<file path="config.mk">
export PLATFORM = sky130hd
export DESIGN_NAME = fade_envelope_generator_core
export DESIGN_NICKNAME = d
export VERILOG_FILES = /design/src/rtl/fenv_pkg.sv /design/src/rtl/fade_envelope_generator_core.sv /design/src/rtl/fenv_div.sv /design/src/rtl/fenv_ctrl.sv /design/src/rtl/fenv_dp.sv
export SDC_FILE = /design/constraint.sdc
export NUM_CORES = 2
export LEC_CHECK = 0
export ABC_AREA = 1
export BUFFER_PORTS_ARGS = -buffer_cell sky130_fd_sc_hd__buf_2
export CORE_MARGIN = 2
export CORE_UTILIZATION = 35
export CTS_CLUSTER_SIZE = 24
export DETAILED_ROUTE_END_ITERATION = 10
export GPL_TIMING_DRIVEN = 0
export RECOVER_POWER = 100
export SYNTH_ARGS = -nofsm -noshare
export SYNTH_HDL_FRONTEND = slang
export SYNTH_SLANG_ARGS = --single-unit
export TNS_END_PERCENT = 20
</file>
<file path="constraint.sdc">
create_clock -name clk -period 8.4 [get_ports clk]
set_input_delay 0.84 -clock clk [delete_from_list [all_inputs] [get_ports clk]]
set_output_delay 0.84 -clock clk [all_outputs]
set_load 0.05 [all_outputs]
</file>
<file path="src/rtl/fenv_pkg.sv">
// Shared types, widths and codes for the fade envelope generator.
package fenv_pkg;

  localparam int TIME_W      = 32;
  localparam int LEVEL_W     = 16;
  localparam int SPEED_W     = 16;
  localparam int SPEED_FRAC  = 8;
  localparam int MODE_W      = 2;
  localparam int PHASE_W     = 3;
  localparam int PROD_W      = TIME_W + LEVEL_W;
  localparam int CFG_ADDR_W  = 3;
  localparam int CFG_DATA_W  = 32;
  localparam int IN_TDATA_W  = 32;
  localparam int OUT_FIELD_W = LEVEL_W + PHASE_W + 3;
  localparam int OUT_TDATA_W = ((OUT_FIELD_W + 7) / 8) * 8;

  localparam logic [MODE_W-1:0]  MODE_AUTO    = 2'd0;
  localparam logic [MODE_W-1:0]  MODE_OFF     = 2'd1;
  localparam logic [LEVEL_W-1:0] TARGET_RESET = 16'd4096;
  localparam logic [SPEED_W-1:0] SPEED_RESET  = 16'd256;

  typedef enum logic [0:0] {
    REQ_START = 1'b0,
    REQ_TICK  = 1'b1
  } req_t;

  typedef enum logic [PHASE_W-1:0] {
    PH_IDLE   = 3'd0,
    PH_IN     = 3'd1,
    PH_STEADY = 3'd2,
    PH_OUT    = 3'd3,
    PH_STOP   = 3'd4
  } phase_t;

  typedef enum logic [CFG_ADDR_W-1:0] {
    REG_FADE_IN   = 3'd0,
    REG_FADE_OUT  = 3'd1,
    REG_TARGET    = 3'd2,
    REG_HOLD      = 3'd3,
    REG_TOTAL     = 3'd4,
    REG_SPEED     = 3'd5,
    REG_MODE      = 3'd6,
    REG_MANUAL    = 3'd7
  } cfg_reg_t;

  typedef enum logic [2:0] {
    ST_IDLE     = 3'd0,
    ST_SCALE    = 3'd1,
    ST_ADVANCE  = 3'd2,
    ST_EVAL     = 3'd3,
    ST_RAMP_MUL = 3'd4,
    ST_DIV_LOAD = 3'd5,
    ST_DIV_RUN  = 3'd6,
    ST_DONE     = 3'd7
  } ctrl_state_t;

  typedef struct packed {
    logic take_in;
    logic scale;
    logic advance;
    logic eval;
    logic ramp_mul;
    logic div_start;
    logic take_q;
    logic load_out;
  } cmd_t;

  typedef struct packed {
    logic auto_tick;
    logic need_div;
    logic div_busy;
  } stat_t;

endpackage

</file>
<file path="src/rtl/fade_envelope_generator_core.sv">
// Top level of the fade envelope generator: stream ports, config port, controller, datapath.
//
//  channel   | direction | transfer content
//  s_axis    | in        | tuser = req_type, tdata = delta_time
//  m_axis    | out       | tdata = level, phase, still_active, start_accepted, applies
//  cfg       | in        | write enable, register index, write data
//
// A start item or any item in manual mode goes from idle straight to the final state.
// A tick passes through the scale, advance and evaluate states, plus multiply, divider
// load and divide states (one quotient bit per cycle) when a ramp level is computed.
// Reset (rst, synchronous) clears the envelope to idle and the registers to defaults.
// A new item is taken while the previous result waits in the output register;
// a stalled output holds the next result in the controller's final state.
module fade_envelope_generator_core
  import fenv_pkg::*;
(
  input  logic                   clk,
  input  logic                   rst,
  input  logic                   s_axis_tvalid,
  output logic                   s_axis_tready,
  input  logic [IN_TDATA_W-1:0]  s_axis_tdata,  // [31:0] delta_time
  input  logic                   s_axis_tuser,  // [0] req_type
  output logic                   m_axis_tvalid,
  input  logic                   m_axis_tready,
  // [15:0] level, [18:16] phase, [19] still_active, [20] start_accepted, [21] applies
  output logic [OUT_TDATA_W-1:0] m_axis_tdata,
  input  logic                   cfg_we,
  input  logic [CFG_ADDR_W-1:0]  cfg_addr,
  input  logic [CFG_DATA_W-1:0]  cfg_wdata
);

  cmd_t  cmd;
  stat_t stat;

  fenv_ctrl u_ctrl (
    .clk       (clk),
    .rst       (rst),
    .in_valid  (s_axis_tvalid),
    .in_ready  (s_axis_tready),
    .out_valid (m_axis_tvalid),
    .out_ready (m_axis_tready),
    .stat      (stat),
    .cmd       (cmd)
  );

  fenv_dp u_dp (
    .clk       (clk),
    .rst       (rst),
    .cfg_we    (cfg_we),
    .cfg_addr  (cfg_addr),
    .cfg_wdata (cfg_wdata),
    .in_req    (s_axis_tuser),
    .in_delta  (s_axis_tdata[TIME_W-1:0]),
    .cmd       (cmd),
    .stat      (stat),
    .out_data  (m_axis_tdata)
  );

endmodule

</file>
<file path="src/rtl/fenv_div.sv">
// Restoring divider, one quotient bit per cycle, 16-bit saturated quotient.
module fenv_div
  import fenv_pkg::*;
(
  input  logic               clk,
  input  logic               rst,
  input  logic               start,
  input  logic [PROD_W-1:0]  dividend,
  input  logic [TIME_W-1:0]  divisor,
  output logic               busy,
  output logic [LEVEL_W-1:0] quotient
);

  localparam int CNT_W = $clog2(LEVEL_W + 1);

  logic [CNT_W-1:0]   cnt;
  logic [TIME_W-1:0]  rem;
  logic [TIME_W-1:0]  den;
  logic [LEVEL_W-1:0] low;
  logic               sat;

  logic [TIME_W:0]    trial;
  logic [TIME_W:0]    diff;
  logic               ge;

  assign trial = {rem, low[LEVEL_W-1]};
  assign diff  = trial - {1'b0, den};
  assign ge    = trial >= {1'b0, den};
  assign busy  = cnt != '0;
  assign quotient = sat ? '1 : low;

  always_ff @(posedge clk) begin
    if (rst) begin
      cnt <= '0;
    end else if (start) begin
      cnt <= CNT_W'(LEVEL_W);
    end else if (busy) begin
      cnt <= cnt - CNT_W'(1);
    end
  end

  always_ff @(posedge clk) begin
    if (start) begin
      // quotient overflows 16 bits exactly when the upper part reaches the divisor
      rem <= dividend[PROD_W-1:LEVEL_W];
      low <= dividend[LEVEL_W-1:0];
      den <= divisor;
      sat <= dividend[PROD_W-1:LEVEL_W] >= divisor;
    end else if (busy) begin
      rem <= ge ? diff[TIME_W-1:0] : trial[TIME_W-1:0];
      low <= {low[LEVEL_W-2:0], ge};
    end
  end

endmodule

</file>
<file path="src/rtl/fenv_ctrl.sv">
// Sequencing state machine and stream handshakes.
module fenv_ctrl
  import fenv_pkg::*;
(
  input  logic  clk,
  input  logic  rst,
  input  logic  in_valid,
  output logic  in_ready,
  output logic  out_valid,
  input  logic  out_ready,
  input  stat_t stat,
  output cmd_t  cmd
);

  ctrl_state_t state, state_next;
  logic        out_valid_next;
  logic        can_load;

  assign can_load = !out_valid || out_ready;

  always_ff @(posedge clk) begin
    if (rst) begin
      state     <= ST_IDLE;
      out_valid <= 1'b0;
    end else begin
      state     <= state_next;
      out_valid <= out_valid_next;
    end
  end

  always_comb begin
    state_next = state;
    case (state)
      ST_IDLE: begin
        if (in_valid) begin
          state_next = stat.auto_tick ? ST_SCALE : ST_DONE;
        end
      end
      ST_SCALE:    state_next = ST_ADVANCE;
      ST_ADVANCE:  state_next = ST_EVAL;
      ST_EVAL:     state_next = stat.need_div ? ST_RAMP_MUL : ST_DONE;
      ST_RAMP_MUL: state_next = ST_DIV_LOAD;
      ST_DIV_LOAD: state_next = ST_DIV_RUN;
      ST_DIV_RUN: begin
        if (!stat.div_busy) begin
          state_next = ST_DONE;
        end
      end
      ST_DONE: begin
        if (can_load) begin
          state_next = ST_IDLE;
        end
      end
      default:     state_next = ST_IDLE;
    endcase
  end

  always_comb begin
    cmd            = '0;
    in_ready       = 1'b0;
    out_valid_next = out_valid && !out_ready;
    case (state)
      ST_IDLE: begin
        in_ready    = 1'b1;
        cmd.take_in = in_valid;
      end
      ST_SCALE:    cmd.scale     = 1'b1;
      ST_ADVANCE:  cmd.advance   = 1'b1;
      ST_EVAL:     cmd.eval      = 1'b1;
      ST_RAMP_MUL: cmd.ramp_mul  = 1'b1;
      ST_DIV_LOAD: cmd.div_start = 1'b1;
      ST_DIV_RUN:  cmd.take_q    = !stat.div_busy;
      ST_DONE: begin
        // hold the result until the output register is free
        cmd.load_out = can_load;
        if (can_load) begin
          out_valid_next = 1'b1;
        end
      end
      default: ;
    endcase
  end

endmodule

</file>
<file path="src/rtl/fenv_dp.sv">
// Datapath: registers, time scaling, phase evaluation, ramp multiply and divide.
module fenv_dp
  import fenv_pkg::*;
(
  input  logic                   clk,
  input  logic                   rst,
  input  logic                   cfg_we,
  input  logic [CFG_ADDR_W-1:0]  cfg_addr,
  input  logic [CFG_DATA_W-1:0]  cfg_wdata,
  input  logic                   in_req,
  input  logic [TIME_W-1:0]      in_delta,
  input  cmd_t                   cmd,
  output stat_t                  stat,
  output logic [OUT_TDATA_W-1:0] out_data
);

  // configuration
  logic [TIME_W-1:0]  fade_in_time, fade_out_time, total_length;
  logic [LEVEL_W-1:0] target_level, manual_level;
  logic [SPEED_W-1:0] speed_factor;
  logic [MODE_W-1:0]  manual_mode;
  logic               hold_at_end;

  // envelope state
  phase_t             phase;
  logic [TIME_W-1:0]  elapsed;
  logic [LEVEL_W-1:0] level;
  logic               active;

  // working registers
  req_t               req;
  logic [TIME_W-1:0]  delta;
  logic [PROD_W-1:0]  prod;
  logic [TIME_W-1:0]  ramp_a;
  logic [TIME_W-1:0]  ramp_den;

  // evaluation results
  phase_t             ev_phase;
  logic [LEVEL_W-1:0] ev_level;
  logic               ev_active;
  logic               ev_div;
  logic               ev_clamp;
  logic [TIME_W-1:0]  ev_a;
  logic [TIME_W-1:0]  ev_den;
  logic [TIME_W:0]    edge_s;
  logic               to_out, to_stop;

  logic [PROD_W-SPEED_FRAC-1:0] inc;
  logic [PROD_W-SPEED_FRAC:0]   sum;
  logic [TIME_W-1:0]            elapsed_next;

  logic               div_busy;
  logic [LEVEL_W-1:0] div_q;

  logic                   auto;
  logic [LEVEL_W-1:0]     o_level;
  phase_t                 o_phase;
  logic                   o_active, o_acc, o_applies;

  assign auto = manual_mode == MODE_AUTO;

  always_ff @(posedge clk) begin
    if (rst) begin
      fade_in_time  <= '0;
      fade_out_time <= '0;
      target_level  <= TARGET_RESET;
      hold_at_end   <= 1'b0;
      total_length  <= '0;
      speed_factor  <= SPEED_RESET;
      manual_mode   <= MODE_AUTO;
      manual_level  <= '0;
    end else if (cfg_we) begin
      case (cfg_reg_t'(cfg_addr))
        REG_FADE_IN:  fade_in_time  <= cfg_wdata[TIME_W-1:0];
        REG_FADE_OUT: fade_out_time <= cfg_wdata[TIME_W-1:0];
        REG_TARGET:   target_level  <= cfg_wdata[LEVEL_W-1:0];
        REG_HOLD:     hold_at_end   <= cfg_wdata[0];
        REG_TOTAL:    total_length  <= cfg_wdata[TIME_W-1:0];
        REG_SPEED:    speed_factor  <= cfg_wdata[SPEED_W-1:0];
        REG_MODE:     manual_mode   <= cfg_wdata[MODE_W-1:0];
        REG_MANUAL:   manual_level  <= cfg_wdata[LEVEL_W-1:0];
        default: ;
      endcase
    end
  end

  // time advance, saturated at the top of the time range
  assign inc = prod[PROD_W-1:SPEED_FRAC];
  assign sum = {{(PROD_W-SPEED_FRAC-TIME_W+1){1'b0}}, elapsed} + {1'b0, inc};
  assign elapsed_next = (sum[PROD_W-SPEED_FRAC:TIME_W] != '0) ? '1 : sum[TIME_W-1:0];

  // signed compare against total_length - fade_out_time
  assign edge_s  = {1'b0, total_length} - {1'b0, fade_out_time};
  assign to_out  = !hold_at_end && ($signed({1'b0, elapsed}) >= $signed(edge_s));
  assign to_stop = hold_at_end && (elapsed > total_length);

  always_comb begin
    ev_phase  = phase;
    ev_level  = level;
    ev_active = 1'b1;
    ev_div    = 1'b0;
    ev_clamp  = 1'b0;
    ev_a      = elapsed;
    ev_den    = fade_in_time;
    if (phase == PH_IN) begin
      if (elapsed < fade_in_time) begin
        ev_div = 1'b1;
      end else begin
        ev_phase = PH_STEADY;
        ev_level = target_level;
      end
    end
    if (ev_phase == PH_STEADY) begin
      if (to_out) begin
        ev_phase = PH_OUT;
      end else if (to_stop) begin
        ev_phase = PH_STOP;
        ev_clamp = 1'b1;
      end
    end
    // fade-out falls through from steady within the same tick
    if (ev_phase == PH_OUT) begin
      if (elapsed < total_length) begin
        if (fade_out_time == '0) begin
          ev_level = target_level;
        end else begin
          ev_div = 1'b1;
          ev_a   = total_length - elapsed;
          ev_den = fade_out_time;
        end
      end else begin
        ev_level  = '0;
        ev_active = 1'b0;
      end
    end
  end

  always_ff @(posedge clk) begin
    if (cmd.take_in) begin
      req   <= req_t'(in_req);
      delta <= in_delta;
    end
    if (cmd.scale) begin
      prod <= PROD_W'(delta) * PROD_W'(speed_factor);
    end else if (cmd.ramp_mul) begin
      prod <= PROD_W'(ramp_a) * PROD_W'(target_level);
    end
    if (cmd.eval) begin
      ramp_a   <= ev_a;
      ramp_den <= ev_den;
    end
  end

  always_ff @(posedge clk) begin
    if (rst) begin
      phase   <= PH_IDLE;
      elapsed <= '0;
      level   <= '0;
      active  <= 1'b1;
    end else begin
      if (cmd.advance && phase != PH_STOP) begin
        elapsed <= elapsed_next;
      end
      if (cmd.eval) begin
        phase  <= ev_phase;
        level  <= ev_level;
        active <= ev_active;
        if (ev_clamp) begin
          elapsed <= total_length;
        end
      end
      if (cmd.take_q) begin
        level <= div_q;
      end
      if (cmd.load_out && auto && req == REQ_START) begin
        phase   <= PH_IN;
        elapsed <= '0;
        level   <= '0;
        active  <= 1'b1;
      end
    end
  end

  fenv_div u_div (
    .clk      (clk),
    .rst      (rst),
    .start    (cmd.div_start),
    .dividend (prod),
    .divisor  (ramp_den),
    .busy     (div_busy),
    .quotient (div_q)
  );

  assign stat.auto_tick = auto && (req_t'(in_req) == REQ_TICK);
  assign stat.need_div  = ev_div;
  assign stat.div_busy  = div_busy;

  always_comb begin
    o_applies = manual_mode != MODE_OFF;
    if (!auto) begin
      o_level  = manual_level;
      o_phase  = PH_STEADY;
      o_active = 1'b1;
      o_acc    = 1'b0;
    end else if (req == REQ_START) begin
      o_level  = '0;
      o_phase  = PH_IN;
      o_active = 1'b1;
      o_acc    = 1'b1;
    end else begin
      o_level  = level;
      o_phase  = phase;
      o_active = active;
      o_acc    = 1'b0;
    end
  end

  always_ff @(posedge clk) begin
    if (cmd.load_out) begin
      out_data <= {{(OUT_TDATA_W-OUT_FIELD_W){1'b0}},
                   o_applies, o_acc, o_active, o_phase, o_level};
    end
  end

endmodule
</file>
==> results <==
- The region available for standard cell placement spans 174,000 um^2.
- STA classifies the critical path startpoint as a flip-flop.
- Setup repair after global routing left no endpoint under its margin.
- The clock passes through at most 3 buffers.
- Dividing the detail-routed via count by the number of cells gives 5.088.
- The starting density of the core is 35.23%.
- In the final layout, the multi-input gates occupy 41,510 um^2.
- The boundary pin count is ~100.
- After floorplanning, the core was divided into 153 placement rows.
- The die is 422.5 um tall.
- The maximum fanout along the worst path is 10.
- Detailed placement finished with a half-perimeter wire length of between 150 and 200 mm.
- At the worst endpoint, the required time is 8790 ps.
- In the routed design, unresolved DRC markers number 0.
- The worst setup path is captured at a flip-flop.
- The reg-to-reg startpoint is u_dp.target_level[3]$_SDFFE_PP0P_.
- The register area is 11,610 um^2.
- Summed over all instances, the cell type with the most area after synthesis is fa_1.
- The sink of the worst hold path is u_dp.delta[14]$_DFFE_PP_.
- Of the available clock period, the critical path in the final layout requires 94.29%.
- The post-synthesis to final-layout area growth is 8.171%.
- The sum of negative setup slack is 0 ps.
- The first global-routing pass estimated approximately 330 mm of wire.
- Buffers placed on the I/O ports in this run total 95.
- The leakage power total is roughly 31 nW.
- Entering global routing, the biggest net connects 41 pins.
- Fill cells in the final layout number 18.36k.
- The mapped cell area is 61,300 um^2.
- IR analysis of the VDD net gives a maximum drop of 199.9 uV.
- Routability-driven placement finished with a final weighted congestion of around 1.0.
- The detailed router finished its first iteration with 4,507 violations.
- The total number of vias is roughly 54k.
- The x dimension of the die is 422.5 um.
- Data on the critical path arrives at its endpoint at 8310 ps.
- Synthesis handed over a netlist of roughly 8k instances.
- Counting every sink on the clock net gives 456.
- The worst setup slack before clock tree synthesis is 682.4 ps.
- The worst register-to-register path has a depth of 27.
- In this run, synthesis inferred 248 flip-flops with an integrated enable.
- For the pin with the worst max-slew slack, the measured transition is between 2000 and 3000 ps.
- The clock insertion delay at the later pin of the skew report is 670 ps.
- The number of clock buffers inserted by TritonCTS is 52.
- In this run the remaining antenna-violating nets after routing total 0.
- The post-detailed-route wirelength per cell is 20.99 um.
- The fraction of final layout cells with drive strength greater than 1 is under 10%.
- Global routing used 24.61% of the available tracks across all layers.
- The number of antenna violations at the first check in global routing came to 13.
- The share of the synthesized area in the top cell type is 27.43%.
- The die covers about 180,000 um^2.
- The tightest hold path in the finished design has a slack of 327.7 ps.
- Hold repair after CTS inserted 0 buffers.
- Of all flip-flops after synthesis, the portion carrying an async set or reset was 0%.
- The register clock-pin slew on the reported worst setup and hold paths is 80 ps.
- The number of register bits inferred by synthesis is 456.
- The number of gates resized after CTS is 0.
- Sorting the synthesized cells by area gives the leading types as fa_1 (27%), edfxtp_1 (12%), nand2_1 (12%).
- The launch point of the worst hold path is s_axis_tdata[14].
- The fraction of the core area covered by cells at the end of the flow is 38.10%.
- The number of hold-slack violations in the final timing report is 0.
- The worst hold path cell count is 1.
- The number of slew-limit violations in the final report is 202.
- In this run the register-to-register setup slack is 480 ps.
- The cell with the biggest individual delay on the critical path is clkbuf_1.
- The via count of the first global-routing pass is 53.59k.
- Once the clock tree was built, the setup fixing pass inserted 0 buffers.
- The flow ran to the end, but the final reports show violations.
- The count of H-tree levels built during CTS is 2.
- Global routing finished with a remaining overflow of 0.
- The checks that failed: capacitance limit, slew limit.
- The register area share after synthesis is 18.94%.
- During synthesis, Yosys emitted a total of 0 warnings.
- The tree is rooted in a clkbuf_16.
- The class of the worst hold path is in2reg.
- After layout, the worst setup slack is 479.7 ps.
- The total wire length is 221.0 mm.
- For the final database, setup skew stands at 35.60 ps.
- The clock period minus worst slack is 7920 ps.
- The final net count is 9,532.
- The first-pass detailed-route iteration total is 6.
- Measured against its own limit, the worst slew margin works out to -90.89%.
- The per-instance average area after synthesis is 7.665 um^2.
- The TritonCTS clock tree is built.
- The category of the most critical setup path is reg2reg.
- The number of different library cells in the post-synthesis netlist is 65.
- The destination of the worst register-to-register timing path is u_dp.prod[28]$_DFFE_PP_.
- The number of maximum-capacitance constraint violations is 7.
- The maximum cell stage delay along the critical path is 740 ps.
- The final number of setup-violating endpoints is 0.
- The power per standard cell area is 267.1 nW/um^2.
- For this run, the top clock speed supported by timing is between 0.1 and 0.15 GHz.
- The cell type with the highest occurrence count on the critical path is nand2_1.
- The commonest register cell after synthesis is edfxtp_1.
==> layout make-up <==
cell class                      instances  share of cell area, %
Clock inverter                         23                 0.2868
Multi-Input combinational cell       5425                  62.61
Timing Repair Buffer                  102                 0.7039
Inverter                             1740                  9.856
Buffer                                377                  2.206
Clock buffer                           74                  2.412
Sequential cell                       456                  17.51
Tap cell                             2325                  4.387
Antenna cell                            8                0.03019
==> worst max-delay path by stage <==
stage,from,endpoint,slack [ps],cells past startpoint
after global routing,u_dp.target_level[3]$_SDFFE_PP0P_,u_dp.prod[28]$_DFFE_PP_,220,27
final,u_dp.target_level[3]$_SDFFE_PP0P_,u_dp.prod[28]$_DFFE_PP_,480,27
after floorplan,u_dp.delta[10]$_DFFE_PP_,u_dp.prod[35]$_DFFE_PP_,2350,27
after global placement,u_dp.target_level[3]$_SDFFE_PP0P_,u_dp.prod[40]$_DFFE_PP_,700,27
after detailed placement,u_dp.target_level[3]$_SDFFE_PP0P_,u_dp.prod[40]$_DFFE_PP_,680,27
after CTS,u_dp.target_level[3]$_SDFFE_PP0P_,u_dp.prod[26]$_DFFE_PP_,630,25
==> through the flow <==
step / total power [W] / instance area [um^2] / cells
detailed placement: 0.01521 / 64860 / 10430
global placement: 0.01509 / 64680 / 10420
CTS: 0.01772 / 66650 / 10520
global route: 0.01906 / 66280 / 10520
floorplan: 0.01109 / 61300 / 7998
finish: 0.01771 / 66300 / 10530
==> critical path: cells and delay by family, from the launching register on <==
| family | cells | cell delay, ps |
|---|---|---|
| AO/OA/AOI/OAI | 4 | 1330 |
| flip-flops | 1 | 310 |
| adder cells (fa/ha/maj) | 7 | 3520 |
| buffers and inverters | 7 | 1580 |
| AND/OR/NAND/NOR | 9 | 880 |
==> metal layers <==
| layer | global-route usage, % | share of wire (%) | vias up |
|---|---|---|---|
| met5 | 0 | 0.0059 | - |
| met4 | 9.512 | 4.5 | 2 |
| met3 | 3.909 | 7.4 | 404 |
| met2 | 40.19 | 46 | 1933 |
| met1 | 32.67 | 42 | 26300 |
| li1 | - | - | 24940 |
==> synth_stat cells (all sizes together), types with 2 or more instances <==
library cell  count
nand3           149
nand2          1913
buf              41
o22ai             4
a311oi            2
o21bai           16
a31oi            65
a211oi            4
clkinv            7
nand3b            6
a21o             18
xor2             74
or2              11
edfxtp          248
nor4             32
nor2            473
nor3             41
dfxtp           208
xnor2            65
a31o              2
inv            1733
ha              465
clkbuf          336
o21ai           594
fa              840
and3              7
o221ai            3
nand4            72
o31ai             9
a21oi           499
a21boi            9
a221oi            5
o211ai           15
o21a             23
==> state kept, by name, summed over array words and instances, names as in the netlist, 22 cells and up <==
name                flops
u_dp.out_data          22
u_dp.u_div.den         32
u_dp.fade_out_time     32
u_dp.ramp_den          32
u_dp.delta             32
u_dp.u_div.rem         32
u_dp.elapsed           32
u_dp.total_length      32
u_dp.prod              48
u_dp.ramp_a            32
u_dp.fade_in_time      32
==> cell families (layout without fill, tap and decap cells) <==
group           after synthesis  in the layout  share of synthesized area (%)
buf+inv                    2117           2316                          13.20
compound gates             1273           1273                          11.19
simple gates               2706           2706                          17.75
fa+ha+maj                  1305           1305                          36.93
other cells                   1             10                       0.006118
flops                       456            456                          18.94
xor+xnor                    139            139                          1.986
==> report_power, final <==
part	switching [W]	internal [W]
sequential	0.000801	0.00320
clock	0.00110	0.00134
combinational	0.00772	0.00354
total	0.00962	0.00809
==> cells in the final DEF (no fill, tap or decap), types with 10 or more instances in the layout <==
| cell | synthesis | layout |
|---|---|---|
| nand2_1 | 1898 | 1902 |
| inv_1 | 1729 | 1730 |
| fa_1 | 840 | 840 |
| o21ai_0 | 477 | 559 |
| a21oi_1 | 498 | 498 |
| nor2_1 | 466 | 468 |
| ha_1 | 465 | 465 |
| clkbuf_1 | 336 | 397 |
| edfxtp_1 | 248 | 248 |
| dfxtp_1 | 208 | 208 |
| nand3_1 | 142 | 143 |
| buf_2 | 12 | 75 |
| xor2_1 | 74 | 74 |
| nand4_1 | 71 | 72 |
| xnor2_1 | 65 | 65 |
| a31oi_1 | 65 | 65 |
| clkbuf_16 | 0 | 56 |
| nor3_1 | 39 | 39 |
| nor4_1 | 30 | 30 |
| o21ai_1 | 99 | 28 |
| o21a_1 | 23 | 23 |
| a21o_1 | 18 | 18 |
| o21bai_1 | 16 | 16 |
| o211ai_1 | 13 | 13 |
| clkbuf_8 | 0 | 13 |
| or2_2 | 11 | 11 |
| nand2_2 | 11 | 10 |
No activity file was read; power rests on OpenSTA's default activity.
